`src/hdl/ctrs_pkg.sv`:
```
`timescale 1ns / 1ps

package ctrs_pkg;

    localparam int SLOTS_PER_FRAME_DEF = 30;
    localparam int NUM_TASKS_DEF       = 6;

    // Rate registers exist for every task slot, whether or not the task is checked.
    localparam int TASK_SLOTS = 6;
    localparam int RATE_W     = 8;
    localparam int CFG_IDX_W  = 3;
    localparam int TASK_IDX_W = 3;
    localparam int FIELD_W    = 5;

    localparam logic [RATE_W-1:0] RATE_RESET [TASK_SLOTS] = '{
        8'd4, 8'd3, 8'd2, 8'd1, 8'd42, 8'd21
    };

    typedef struct packed {
        logic                  tick;
        logic                  resync;
        logic                  div_init;
        logic                  div_step;
        logic                  release_task;
        logic [TASK_IDX_W-1:0] task_sel;
    } ctrs_cmd_t;

    typedef struct packed {
        logic cur_hit;
        logic out_busy;
    } ctrs_status_t;

endpackage

```
`src/hdl/ctrs_datapath.sv`:
```
`timescale 1ns / 1ps

module ctrs_datapath import ctrs_pkg::*; #(
    parameter int SLOTS_PER_FRAME = SLOTS_PER_FRAME_DEF,
    parameter int NUM_TASKS       = NUM_TASKS_DEF
) (
    input  logic                  aclk,
    input  logic                  aresetn,
    input  logic                  cfg_valid,
    input  logic [CFG_IDX_W-1:0]  cfg_index,
    input  logic [RATE_W-1:0]     cfg_data,
    input  ctrs_cmd_t             cmd,
    output ctrs_status_t          status,
    output logic                  m_valid,
    input  logic                  m_ready,
    output logic [TASK_IDX_W-1:0] m_task_index,
    output logic [FIELD_W-1:0]    m_slot_number,
    output logic [FIELD_W-1:0]    m_release_number,
    output logic                  m_last_release
);

    localparam int SW = $clog2(SLOTS_PER_FRAME + 1);

    logic [RATE_W-1:0]     rate_reg [TASK_SLOTS];
    logic [SW-1:0]         slot_reg;
    logic [SW-1:0]         sh_reg;
    logic [SW-1:0]         rem_reg  [NUM_TASKS];
    logic [SW-1:0]         cnt_reg  [NUM_TASKS];
    logic [SW-1:0]         eff_rate [NUM_TASKS];
    logic [SW-1:0]         period   [NUM_TASKS];
    logic [SW-1:0]         period_tab [SLOTS_PER_FRAME + 1];
    logic [NUM_TASKS-1:0]  hit;

    logic                  m_valid_reg;
    logic [TASK_IDX_W-1:0] m_task_reg;
    logic [FIELD_W-1:0]    m_slot_reg;
    logic [FIELD_W-1:0]    m_rel_reg;
    logic                  m_last_reg;

    logic                  sel_hit;
    logic                  later_hit;
    logic [SW-1:0]         sel_cnt_next;

    // Frame length divided by each possible effective rate, resolved at elaboration.
    for (genvar g = 0; g <= SLOTS_PER_FRAME; g++) begin : g_period
        localparam int PV = (g == 0) ? 0 : SLOTS_PER_FRAME / g;
        assign period_tab[g] = SW'(PV);
    end

    always_comb begin
        for (int t = 0; t < NUM_TASKS; t++) begin
            if (rate_reg[t] > RATE_W'(SLOTS_PER_FRAME)) begin
                eff_rate[t] = SW'(SLOTS_PER_FRAME);
            end else begin
                eff_rate[t] = rate_reg[t][SW-1:0];
            end
            period[t] = period_tab[eff_rate[t]];
            hit[t]    = (eff_rate[t] != '0) && (rem_reg[t] == '0) && (cnt_reg[t] < eff_rate[t]);
        end
    end

    always_comb begin
        sel_hit      = 1'b0;
        later_hit    = 1'b0;
        sel_cnt_next = '0;
        for (int t = 0; t < NUM_TASKS; t++) begin
            if (TASK_IDX_W'(t) == cmd.task_sel) begin
                sel_hit      = hit[t];
                sel_cnt_next = cnt_reg[t] + SW'(1);
            end
            if (TASK_IDX_W'(t) > cmd.task_sel && hit[t]) begin
                later_hit = 1'b1;
            end
        end
    end

    assign status.cur_hit  = sel_hit;
    assign status.out_busy = m_valid_reg && !m_ready;

    // Rate registers
    always_ff @(posedge aclk) begin
        if (!aresetn) begin
            for (int i = 0; i < TASK_SLOTS; i++) begin
                rate_reg[i] <= RATE_RESET[i];
            end
        end else if (cfg_valid) begin
            for (int i = 0; i < TASK_SLOTS; i++) begin
                if (cfg_index == CFG_IDX_W'(i)) begin
                    rate_reg[i] <= cfg_data;
                end
            end
        end
    end

    // Slot counter and per-task release counts
    always_ff @(posedge aclk) begin
        if (!aresetn) begin
            slot_reg <= '0;
            for (int t = 0; t < NUM_TASKS; t++) begin
                cnt_reg[t] <= '0;
            end
        end else if (cmd.tick) begin
            if (cmd.resync || slot_reg >= SW'(SLOTS_PER_FRAME)) begin
                slot_reg <= SW'(1);
                for (int t = 0; t < NUM_TASKS; t++) begin
                    cnt_reg[t] <= '0;
                end
            end else begin
                slot_reg <= slot_reg + SW'(1);
            end
        end else if (cmd.release_task) begin
            for (int t = 0; t < NUM_TASKS; t++) begin
                if (TASK_IDX_W'(t) == cmd.task_sel) begin
                    cnt_reg[t] <= sel_cnt_next;
                end
            end
        end
    end

    // One restoring remainder lane per task, one slot bit per cycle
    always_ff @(posedge aclk) begin
        logic [SW:0] trial;
        if (cmd.div_init) begin
            sh_reg <= slot_reg;
            for (int t = 0; t < NUM_TASKS; t++) begin
                rem_reg[t] <= '0;
            end
        end else if (cmd.div_step) begin
            sh_reg <= sh_reg << 1;
            for (int t = 0; t < NUM_TASKS; t++) begin
                trial = {rem_reg[t], sh_reg[SW-1]};
                if (trial >= {1'b0, period[t]}) begin
                    trial = trial - {1'b0, period[t]};
                end
                rem_reg[t] <= trial[SW-1:0];
            end
        end
    end

    // Output register
    always_ff @(posedge aclk) begin
        if (!aresetn) begin
            m_valid_reg <= 1'b0;
        end else if (cmd.release_task) begin
            m_valid_reg <= 1'b1;
        end else if (m_ready) begin
            m_valid_reg <= 1'b0;
        end
    end

    always_ff @(posedge aclk) begin
        if (cmd.release_task) begin
            m_task_reg <= cmd.task_sel + TASK_IDX_W'(1);
            m_slot_reg <= FIELD_W'(slot_reg);
            m_rel_reg  <= FIELD_W'(sel_cnt_next);
            m_last_reg <= !later_hit;
        end
    end

    assign m_valid          = m_valid_reg;
    assign m_task_index     = m_task_reg;
    assign m_slot_number    = m_slot_reg;
    assign m_release_number = m_rel_reg;
    assign m_last_release   = m_last_reg;

endmodule

```
`src/hdl/ctrs_controller.sv`:
```
`timescale 1ns / 1ps

module ctrs_controller import ctrs_pkg::*; #(
    parameter int SLOTS_PER_FRAME = SLOTS_PER_FRAME_DEF,
    parameter int NUM_TASKS       = NUM_TASKS_DEF
) (
    input  logic         aclk,
    input  logic         aresetn,
    input  logic         s_valid,
    output logic         s_ready,
    input  logic         s_resync,
    input  ctrs_status_t status,
    output ctrs_cmd_t    cmd
);

    localparam int SW = $clog2(SLOTS_PER_FRAME + 1);
    localparam int CW = (SW > 1) ? $clog2(SW) : 1;

    typedef enum logic [1:0] {
        ST_IDLE,
        ST_INIT,
        ST_DIV,
        ST_SCAN
    } state_t;

    state_t                state_reg;
    logic [CW-1:0]         step_reg;
    logic [TASK_IDX_W-1:0] task_reg;
    logic                  ready_reg;
    logic                  accept;
    logic                  can_release;

    assign accept      = s_valid && ready_reg;
    assign can_release = (state_reg == ST_SCAN) && status.cur_hit && !status.out_busy;

    always_comb begin
        cmd              = '0;
        cmd.tick         = accept;
        cmd.resync       = s_resync;
        cmd.div_init     = (state_reg == ST_INIT);
        cmd.div_step     = (state_reg == ST_DIV);
        cmd.release_task = can_release;
        cmd.task_sel     = task_reg;
    end

    always_ff @(posedge aclk) begin
        if (!aresetn) begin
            state_reg <= ST_IDLE;
            step_reg  <= '0;
            task_reg  <= '0;
            ready_reg <= 1'b1;
        end else begin
            case (state_reg)
                ST_IDLE: begin
                    if (accept) begin
                        ready_reg <= 1'b0;
                        state_reg <= ST_INIT;
                    end
                end
                ST_INIT: begin
                    step_reg  <= CW'(SW - 1);
                    state_reg <= ST_DIV;
                end
                ST_DIV: begin
                    if (step_reg == '0) begin
                        task_reg  <= '0;
                        state_reg <= ST_SCAN;
                    end else begin
                        step_reg <= step_reg - CW'(1);
                    end
                end
                ST_SCAN: begin
                    // hold on a hit while the output register is still occupied
                    if (!status.cur_hit || can_release) begin
                        if (task_reg == TASK_IDX_W'(NUM_TASKS - 1)) begin
                            ready_reg <= 1'b1;
                            state_reg <= ST_IDLE;
                        end else begin
                            task_reg <= task_reg + TASK_IDX_W'(1);
                        end
                    end
                end
                default: begin
                    ready_reg <= 1'b1;
                    state_reg <= ST_IDLE;
                end
            endcase
        end
    end

    assign s_ready = ready_reg;

endmodule

```
`src/hdl/cyclic_task_release_sequencer.sv`:
```
`timescale 1ns / 1ps
// After a tick is accepted, the controller passes through ST_INIT and then ST_DIV, where the
// bit-serial remainder lanes work through the slot bits, and then ST_SCAN checks the tasks in
// order, task one first, one task per cycle while m_ready does not hold off a release; each
// release beat is registered. s_ready stays low from the accepted tick until the scan of the
// last task ends, so a new tick is not taken before the last one is through.
// Reset (aresetn, synchronous, active low): rates to defaults, slot counter and counts to zero.

module cyclic_task_release_sequencer import ctrs_pkg::*; #(
    parameter int SLOTS_PER_FRAME = SLOTS_PER_FRAME_DEF,
    parameter int NUM_TASKS       = NUM_TASKS_DEF
) (
    input  logic                  aclk,
    input  logic                  aresetn,
    input  logic                  cfg_valid,
    output logic                  cfg_ready,
    input  logic [CFG_IDX_W-1:0]  cfg_index,
    input  logic [RATE_W-1:0]     cfg_data,
    input  logic                  s_valid,
    output logic                  s_ready,
    input  logic                  s_resync,
    output logic                  m_valid,
    input  logic                  m_ready,
    output logic [TASK_IDX_W-1:0] m_task_index,
    output logic [FIELD_W-1:0]    m_slot_number,
    output logic [FIELD_W-1:0]    m_release_number,
    output logic                  m_last_release
);

    ctrs_cmd_t    cmd;
    ctrs_status_t status;

    assign cfg_ready = 1'b1;

    ctrs_controller #(
        .SLOTS_PER_FRAME (SLOTS_PER_FRAME),
        .NUM_TASKS       (NUM_TASKS)
    ) u_ctrl (
        .aclk     (aclk),
        .aresetn  (aresetn),
        .s_valid  (s_valid),
        .s_ready  (s_ready),
        .s_resync (s_resync),
        .status   (status),
        .cmd      (cmd)
    );

    ctrs_datapath #(
        .SLOTS_PER_FRAME (SLOTS_PER_FRAME),
        .NUM_TASKS       (NUM_TASKS)
    ) u_dp (
        .aclk             (aclk),
        .aresetn          (aresetn),
        .cfg_valid        (cfg_valid),
        .cfg_index        (cfg_index),
        .cfg_data         (cfg_data),
        .cmd              (cmd),
        .status           (status),
        .m_valid          (m_valid),
        .m_ready          (m_ready),
        .m_task_index     (m_task_index),
        .m_slot_number    (m_slot_number),
        .m_release_number (m_release_number),
        .m_last_release   (m_last_release)
    );

endmodule
```
`config.mk`:
```
export PLATFORM = sky130hd
export DESIGN_NAME = cyclic_task_release_sequencer
export DESIGN_NICKNAME = d
export VERILOG_FILES = /design/src/hdl/ctrs_pkg.sv /design/src/hdl/ctrs_datapath.sv /design/src/hdl/ctrs_controller.sv /design/src/hdl/cyclic_task_release_sequencer.sv
export SDC_FILE = /design/constraint.sdc
export NUM_CORES = 1
export LEC_CHECK = 0
export ABC_AREA = 1
export BUFFER_PORTS_ARGS = -buffer_cell sky130_fd_sc_hd__buf_2
export CAP_MARGIN = 15
export CORE_MARGIN = 5
export CORE_UTILIZATION = 57
export DETAILED_ROUTE_END_ITERATION = 6
export GPL_TIMING_DRIVEN = 0
export PLACE_DENSITY = 0.77
export SKIP_LAST_GASP = 1
export SYNTH_ARGS = -nofsm -noshare
export SYNTH_HDL_FRONTEND = slang
export SYNTH_HIERARCHICAL = 1
export SYNTH_SLANG_ARGS = --single-unit
export TNS_END_PERCENT = 50
```
`constraint.sdc`:
```
create_clock -name aclk -period 3.4 [get_ports aclk]
set_input_delay 0.17 -clock aclk [delete_from_list [all_inputs] [get_ports aclk]]
set_output_delay 0.17 -clock aclk [all_outputs]
set_load 0.005 [all_outputs]
```
---- Word-level counts from Yosys, hierarchy flattened ----
Memory sizes are Yosys's and may differ from the RTL's.
Index checks and enable logic that the tools add are counted.
W data, S select, Z words.
storage, ports and cells
  logic and storage cells ................. 330
  bits in registers ....................... 34
  bits of input ports ..................... 17
  memory bits (read-only) ................. 960
  output and inout port bits .............. 17
  memories kept ........................... 9
  bits in writable memories ............... 108
memory list
  memory            words  width  read ports  clocked after Yosys merged registers in  write ports  line                 RTL
  (name not given)  32     5      1           0                                        0            ctrs_datapath.sv:57  period[t] = period_tab[eff_rate[t]];
  (name not given)  32     5      1           0                                        0            ctrs_datapath.sv:57
  (name not given)  32     5      1           0                                        0            ctrs_datapath.sv:57
  (name not given)  32     5      1           0                                        0            ctrs_datapath.sv:57
  (name not given)  32     5      1           0                                        0            ctrs_datapath.sv:57
  (name not given)  32     5      1           0                                        0            ctrs_datapath.sv:57
  3 more memories   -      -      -           -                                        -            -
cells by class
  equality and inequality tests ........... 20
  magnitude comparators ................... 31
  reductions and logical operators ........ 52
  add/subtract/negate cells ............... 15
  mux-type cells .......................... 162
  bitwise gates (word level) .............. 30
operators with widths
  operator               number
  $mux W5                63
  $mux W1                81
  $gt A8 B5 Y1 const B   6
  $mux W8                6
  $ge A6 B5 Y1           6
  $ge A6 B6 Y1 const B   6
  $not A5 Y6             6
  $add A5 B1 Y5 const B  7
  $logic_not A5 Y1       6
  $lt A5 B5 Y1           6
  $reduce_bool A5 Y1     6
  $sub A5 B5 Y5          6
  $or A1 B1 Y1           24
  $logic_and A1 B1 Y1    22
  $mux W3                4
  $pmux W3 S2            2
  $reduce_and A4 Y1      3
  $eq A3 B3 Y1 const B   3
  $logic_not A3 Y1       3
  $mux W2                4
  $ne A2 B2 Y1 const B   4
  $pmux W2 S4            1
  $reduce_bool A2 Y1     4
  $eq A2 B3 Y1 const A   2
  18 further kinds       29

---- Depth between registers and ports, before layout ----
Gate-level depths: netlist of run 1.
An unclocked memory read counts as a cell.
  word-level depth ........................ 19
  gate-level depth with buffers ........... 25
  depth with buffers taken out ............ 23

---- Modules after synthesis ----
Netlist of run 1, hierarchy kept.
modules (own cells, without submodules)
  module                         times used  seq. area each (µm²)  area each (µm²)  cells each
  ctrs_datapath                  1           3933.8                8495.6           992
  ctrs_controller                1           180.2                 600.6            87
  cyclic_task_release_sequencer  1           0.0                   11.3             2

---- Worst setup path after synthesis of run 1 ----
No wires, ideal clock.
  kind .................................... reg-to-reg
  start ................................... memory u_dp.rate_reg[4][7]
  end ..................................... memory u_dp/cnt_reg[0][0] (netlist bit), enable pin
  library setup time ...................... 0.314 ns
  data arrival time ....................... 3.090 ns
  cell stages (with the launch flop) ...... 22
  buffers on the path ..................... 2
  setup slack ............................. -0.004 ns
  period minus slack after synthesis ...... 3.404 ns
  data required time ...................... 3.086 ns
  cells stage by stage .................... edfxtp_1 > nor3_1 > nand2_1 > or2_2 > inv_1 > ha_1 > a21oi_1 > o21a_1 > o21ai_0 > nor2_1 > nor2_1 > nor2_1 > nand2_1 > nand2_1 > buf_4 > nand2_1 > nor2_1 > buf_4 > nand2_1 > nor2_1 > nand3_1 > nand2_1
RTL lines
  element          line                 RTL
  start, declared  ctrs_datapath.sv:24  logic [RATE_W-1:0] rate_reg [TASK_SLOTS];
  end, declared    ctrs_datapath.sv:28  logic [SW-1:0] cnt_reg [NUM_TASKS];

==> metrics.cfg, run 1 <==
[run_status]
status=completed

[floorplanning]
ioPinCount=34
fp-row-count=46
die_h_um=136
start_util_pct=57.8
core_um2=15800
die_area_um2=18600
die_w_um=136

[synthesis]
avgSynthCellArea_um2=8.43
synth-simple-area-share_pct=22.8
ys_ff_latch=142
synth_fa_ha_area_share_pct=10.8
synth_compound_area_share_pct=11.0
synth_fp_nets=1173
synthXorXnorAreaFrac_pct=2.89
synth_cells=1081
synth_cell_types=46
synth_edf_count=127
async_flop_share_pct=0
synthMuxAreaShare_pct=0
synth_top_family_by_area=simple AND/OR/NAND/NOR gates
synthFlopType=edfxtp_1
ys_warn_count=6
ys_seq_area_share_pct=45.2
netlist_area_um2=9110

[placed_design]
io_buffers=31
dp_cells=1329
gp_congestion=0.940
dp_hpwl_um=15600
postPlaceCellArea_um2=9560

[sta]
rsz0062_at_grt=true
max_freq_ghz=0.296
slew_headroom_pct=26.3
min_period_ns=3.38
fin_skew_ns=0.0170
finalMaxSlewViolations=0
holdWs_ns=0.0177
worst_pin_slew_ns=1.11
hold_viol=0
finalCritPeriodShare_pct=99.3
finalSetupViolations=0

[finish]
fillers=1233
drive_gt1_share_pct=16.1
final_area_um2=10700
final_nets=1250
largest_reg_flops=48
syn2layout_area_growth_pct=17.2
final_cells=1387
layout_common_cells=173 x nand2_1, 172 x nor2_1, 141 x inv_1
antennaDiodeCount=0
register_area_um2=4110
multiInputGateArea_um2=4640
final_common_cell=nand2_1

[grt]
busiest_layer=met2
grt_pass1_vias=7489
grt_max_degree=31
use_met1_pct=30.2
grt_usage_pct=24.8
antenna_found_initial=0
use_met2_pct=41.9
grt_pass1_wl_um=35600
grt_overflow_total=0
met3_usage_pct=5.22

[worst_setup_path]
worstPathRequired_ns=3.52
r2r_start=u_dp/rate_reg[5][7]
start_kind=flip-flop
cp_max_fo=6
cp-end-kind=flip-flop
rrSetupSlack_ns=0.02
arrival_ns=3.50
path_class=flip-flop to flip-flop
r2r.worst_path.cells=19
crit_path_start=u_dp/rate_reg[5][7]

[detailed_routing]
via_per_inst=5.58
routed_wl_um=22200
vias=7744
drtPass1Iterations=6
remaining_drc_errors=0
wire_per_inst_um=16.0
drtAntennaViolNets=0
drtIter0Drc=668

[pwr]
power.density_nw_per_um2=701
power_uw=7480
leakage_uw=0.00457
ir_worst_vdd_mv=0.464

[clock_network]
cts_buffers=17
clk_latency_ns=0.43
cts_tree=done
cts.sinks=142
cts_htree_levels=4
cts_buffer_depth=2
ctsHoldBuffers=0
cts_root_buffer=clkbuf_16
path_clk_slew_ns=0.06

[min_path]
hold_start=m_ready
holdCritPathClass=input pin to flip-flop
min_path_cells=4

[flow_run]
drv_cap=0

-- logic make-up (layout without fill, tap and decap cells) --
family                   Yosys count  count (layout)
adder cells (fa/ha/maj)           75              75
buffers and inverters            167             257
XOR/XNOR                          30              30
other                              1               1
AO/OA/AOI/OAI                    179             179
flip-flops                       142             142
AND/OR/NAND/NOR                  487             487
-- through the flow --
step / utilization (%) / setup TNS [ns] / setup slack [ns]
after floorplan: - / 0 / 0.0815
after global placement: 60.5 / -23.34 / -0.596
after detailed placement: 60.6 / -27.05 / -0.668
after CTS: 66.2 / 0 / 0.0199
after global routing: 67.7 / -3.34 / -0.151
final: 67.7 / 0 / 0.0223
-- per-layer routing --
layer  part of all wire [%]  wire length (um)
met3                    6.6              1470
met5                      0                 0
met4                    3.8               846
met2                     49             10800
met1                     41              9130
-- critical path, stage by stage (launching register included) --
cell,delay (ns)
edfxtp_1,0.42
nor3_4,0.25
nand2_2,0.12
or2_4,0.27
inv_4,0.07
ha_4,0.19
a21oi_2,0.11
o21ai_1,0.09
a21oi_1,0.14
nand4_1,0.14
or2_1,0.28
nand2_2,0.09
nand2_1,0.06
nor2_1,0.12
buf_6,0.13
nand2_4,0.05
nor2_4,0.10
buf_12,0.17
nand3_4,0.13
nand2_4,0.13
-- final cells by class --
type,count,share of cell area [%]
multi-input cells,772,43.5
flip-flops and latches,142,38.5
inverters,156,5.58
clock buffers,18,4.11
repair buffers,59,3.69
well taps,216,2.53
clock inverters,14,1.35
plain buffers,10,0.703
-- power breakdown --
part           internal (uW)  leakage, uW  switching, uW
Clock                   1050     0.000289            785
Sequential              2380      0.00138            332
Combinational           1060      0.00290           1870
Total                   4490      0.00457           2990
-- final timing paths --
| path | end |
|---|---|
| max | u_dp/cnt_reg[0][4] |
| min | u_dp/m_valid |
| max reg2reg | u_dp/cnt_reg[0][4] |
| min reg2reg | u_ctrl/step_reg[0] |
-- synth_stat cells (2+ instances only) --
library cell,n,area (um2)
a211oi_1,2,15.0
a21o_1,2,15.0
a21oi_1,66,330
a311oi_1,4,35.0
buf_4,5,37.5
clkbuf_1,3,11.3
dfxtp_1,15,300
edfxtp_1,127,3810
fa_1,6,120
ha_1,69,863
inv_1,148,556
inv_2,5,18.8
inv_4,3,18.8
nand2_1,192,721
nand2_2,4,25.0
nand3_1,52,260
nand4_1,15,93.8
nor2_1,184,691
nor2_2,4,25.0
nor2_4,2,22.5
nor3_1,13,65.1
nor4_1,6,37.5
o211ai_1,5,37.5
o21a_1,3,22.5
o21ai_0,69,345
o21ai_1,7,35.0
o21ai_2,6,52.6
o21bai_1,3,22.5
o22ai_1,3,18.8
o31ai_1,7,52.6
or2_2,8,50.1
xnor2_1,17,149
xor2_1,13,114
-- timing repair --
item                                    CTS  global route
gates cloned                              0             0
gates resized for setup                  37            46
endpoints found under the setup margin   60            92
pin swaps                                 9            18
buffers inserted                         21             7
Power figures use the tool's default switching activity.
==> inputs of run 2 (changes only) <==
Settings changed: RECOVER_POWER from default to 50.
==> run 2 against run 1 <==
Against the previous run: the flow now finishes with violations (DRC); sequential cell count unchanged; global-route usage unchanged; register-to-register slack about the same; core utilization about the same; critical path depth down 1; die area unchanged; setup slack better by 0.0063 ns; largest power group unchanged.
==> metrics.cfg, run 2 (synthesis gave the netlist of run 1 again) <==
[pwr]
power_uw=7480  ; about the same
p_clk_share_pct=24.6  ; about the same
p_sw_uw=2990  ; +0.17%
leakage_uw=0.00456  ; -0.12%
combPwrFrac_pct=39.2  ; about the same
switching_share_pct=40.0  ; +0.045 points
seq_power_share_pct=36.2  ; about the same
ir_worst_vdd_mv=0.464  ; about the same
internal_power_uw=4490  ; about the same
power.density_nw_per_um2=701  ; about the same

[grt]
antenna_found_initial=0  ; unchanged
grt_usage_pct=24.8  ; unchanged
grt_pass1_wl_um=35600  ; unchanged
grt_pass1_vias=7489  ; unchanged
grt_max_degree=31  ; unchanged
grt_overflow_total=0  ; unchanged

[min_path]
holdPathEnd=u_dp/m_valid
holdCritPathClass=input pin to flip-flop
hold_start=m_ready
min_path_cells=4  ; unchanged

[finish]
layout_common_cells=173 x nand2_1, 172 x nor2_1, 141 x inv_1
final_nets=1250  ; unchanged
fillers=1235  ; +0.16%
final_common_cell=nand2_1
multiInputGateArea_um2=4640  ; unchanged
antennaDiodeCount=0  ; unchanged
syn2layout_area_growth_pct=17.2  ; about the same
register_area_um2=4110  ; unchanged
largest_reg_flops=48  ; unchanged
post-route-util_pct=67.7  ; about the same
drive_gt1_share_pct=15.9  ; -0.17 points

[worst_setup_path]
rrSetupSlack_ns=0.03  ; about the same
path_class=flip-flop to flip-flop
reg2reg_to=u_dp/cnt_reg[0][4]
r2r_start=u_dp/rate_reg[5][7]
crit_slowest_cell=edfxtp_1
start_kind=flip-flop
worstPathRequired_ns=3.53  ; about the same
worstPathCellList=nor3_4 -> nand2_2 -> nor2_2 -> ha_1 -> a21oi_1 -> o21ai_1 -> a21oi_1 -> nand4_1 -> or2_1 -> nand2_2 -> nand2_1 -> nor2_1 -> buf_6 -> nand2_4 -> nor2_4 -> buf_12 -> nand3_4 -> nand2_4
arrival_ns=3.50  ; about the same
cp-end-kind=flip-flop
critPathMaxStageDelay_ns=0.42  ; about the same
cp_max_fo=6  ; unchanged
r2r.worst_path.cells=18  ; -1

[detailed_routing]
drtIter0Drc=687  ; +2.8%
via_per_inst=5.59  ; +0.13%
drtPass1Iterations=7  ; +1
remaining_drc_errors=1  ; +1
wire_per_inst_um=16.1  ; +0.14%
routed_wl_um=22300  ; +0.14%
drtAntennaViolNets=0  ; unchanged
vias=7754  ; +0.13%

[sta]
rsz0062_at_grt=true
setup_slack_ns=0.0286  ; +0.00628 ns
slew_headroom_pct=27.1  ; +0.87 points
finalMaxSlewViolations=0  ; unchanged
tns_ns=0  ; unchanged
holdWs_ns=0.0157  ; -0.00202 ns
finalCritPeriodShare_pct=99.2  ; -0.18 points
worst_pin_slew_ns=1.09  ; -0.0130 ns
max_freq_ghz=0.297  ; +0.19%
min_period_ns=3.37  ; -0.00628 ns
fin_skew_ns=0.0120  ; -0.00495 ns
finalSetupViolations=0  ; unchanged
hold_viol=0  ; unchanged

[flow_run]
drv_cap=0  ; unchanged

[placed_design]
io_buffers=31  ; unchanged
gp_congestion=0.940  ; unchanged
dp_hpwl_um=15600  ; unchanged
dpl_worst_slack_ns=-0.668  ; unchanged

[clock_network]
cts_buffer_depth=2  ; unchanged
clk_latency_ns=0.43  ; about the same
cts.sinks=142  ; unchanged
cts_buffers=17  ; unchanged
ctsHoldBuffers=0  ; unchanged
cts_root_buffer=clkbuf_16
path_clk_slew_ns=0.07  ; about the same
cts_tree=done
cts_htree_levels=4  ; unchanged

[floorplanning]
die_area_um2=18600  ; unchanged
die_w_um=136  ; unchanged
core_um2=15800  ; unchanged
fp-row-count=46  ; unchanged
ioPinCount=34  ; unchanged
die_h_um=136  ; unchanged
start_util_pct=57.8  ; unchanged

[run_status]
status=complete, but fails checks
failed_checks=DRC

==> run 2: cell types whose count changed in the layout (fill, tap and decap cells not counted), sizes merged <==
cell    delta
buf        -2
clkbuf     +2
==> run 2: layout make-up <==
cell class                 instances  share of cell area (%)
multi-input combinational        772                    43.5
clock buffer                      18                    4.12
inverter                         156                    5.58
clock inverter                    14                    1.35
tap                              216                    2.53
buffer                            10                   0.704
timing repair buffer              59                    3.67
sequential                       142                    38.6
==> run 2: timing repair <==
item	in CTS	in global routing
setup buffers	21	7
gates resized for setup	37	46
pin swaps	9	18
endpoints found under the setup margin	60	92
==> run 2: worst max-delay path, delay by kind of cell (launching register included) <==
kind | cells | cell delay [ns]
buffers and inverters | 2 | 0.29
adder cells (fa/ha/maj) | 1 | 0.27
AO/OA/AOI/OAI | 3 | 0.45
flip-flops | 1 | 0.42
AND/OR/NAND/NOR | 12 | 1.63
==> run 2: layer usage <==
| metal | up-vias | routed length (um) | track usage (%) |
|---|---|---|---|
| met2 | 307 | 10800 | 41.9 |
| met5 | - | 0 | 0 |
| met3 | 66 | 1570 | 5.22 |
| li1 | 3789 | - | - |
| met1 | 3592 | 9070 | 30.2 |
| met4 | 0 | 870 | 11.7 |
==> run 2: per-stage QoR <==
step	instances	cell area, um2
2_1_floorplan	1081	9110
3_3_place_gp	1328	9540
3_5_place_dp	1329	9560
4_1_cts	1382	10400
5_1_grt	1387	10700
6_report	1387	10700
==> run 2: worst max path at each step <==
stage / startpoint / end / slack [ns] / cells past startpoint
finish: u_dp/rate_reg[5][7] / u_dp/cnt_reg[0][4] / 0.03 / 18
floorplan: u_dp/rate_reg[4][7] / u_dp/cnt_reg[0][0] / 0.08 / 21
global placement: u_dp/rate_reg[3][7] / u_dp/cnt_reg[0][4] / -0.60 / 21
detailed placement: u_dp/rate_reg[3][7] / u_dp/cnt_reg[0][4] / -0.67 / 21
CTS: u_dp/rate_reg[5][5] / u_dp/m_last_release / 0.02 / 20
global route: u_dp/rate_reg[3][7] / u_dp/cnt_reg[0][4] / -0.15 / 21
==> run 2: power by group through the flow <==
stage          logic [uW]  registers (uW)  clock network [uW]
3_3_place_gp         2600            2730                   0
4_1_cts              2820            2690                1860
3_5_place_dp         2710            2710                   0
6_report             2930            2710                1840
5_1_grt              3290            2740                1950
2_1_floorplan        2040            2610                   0
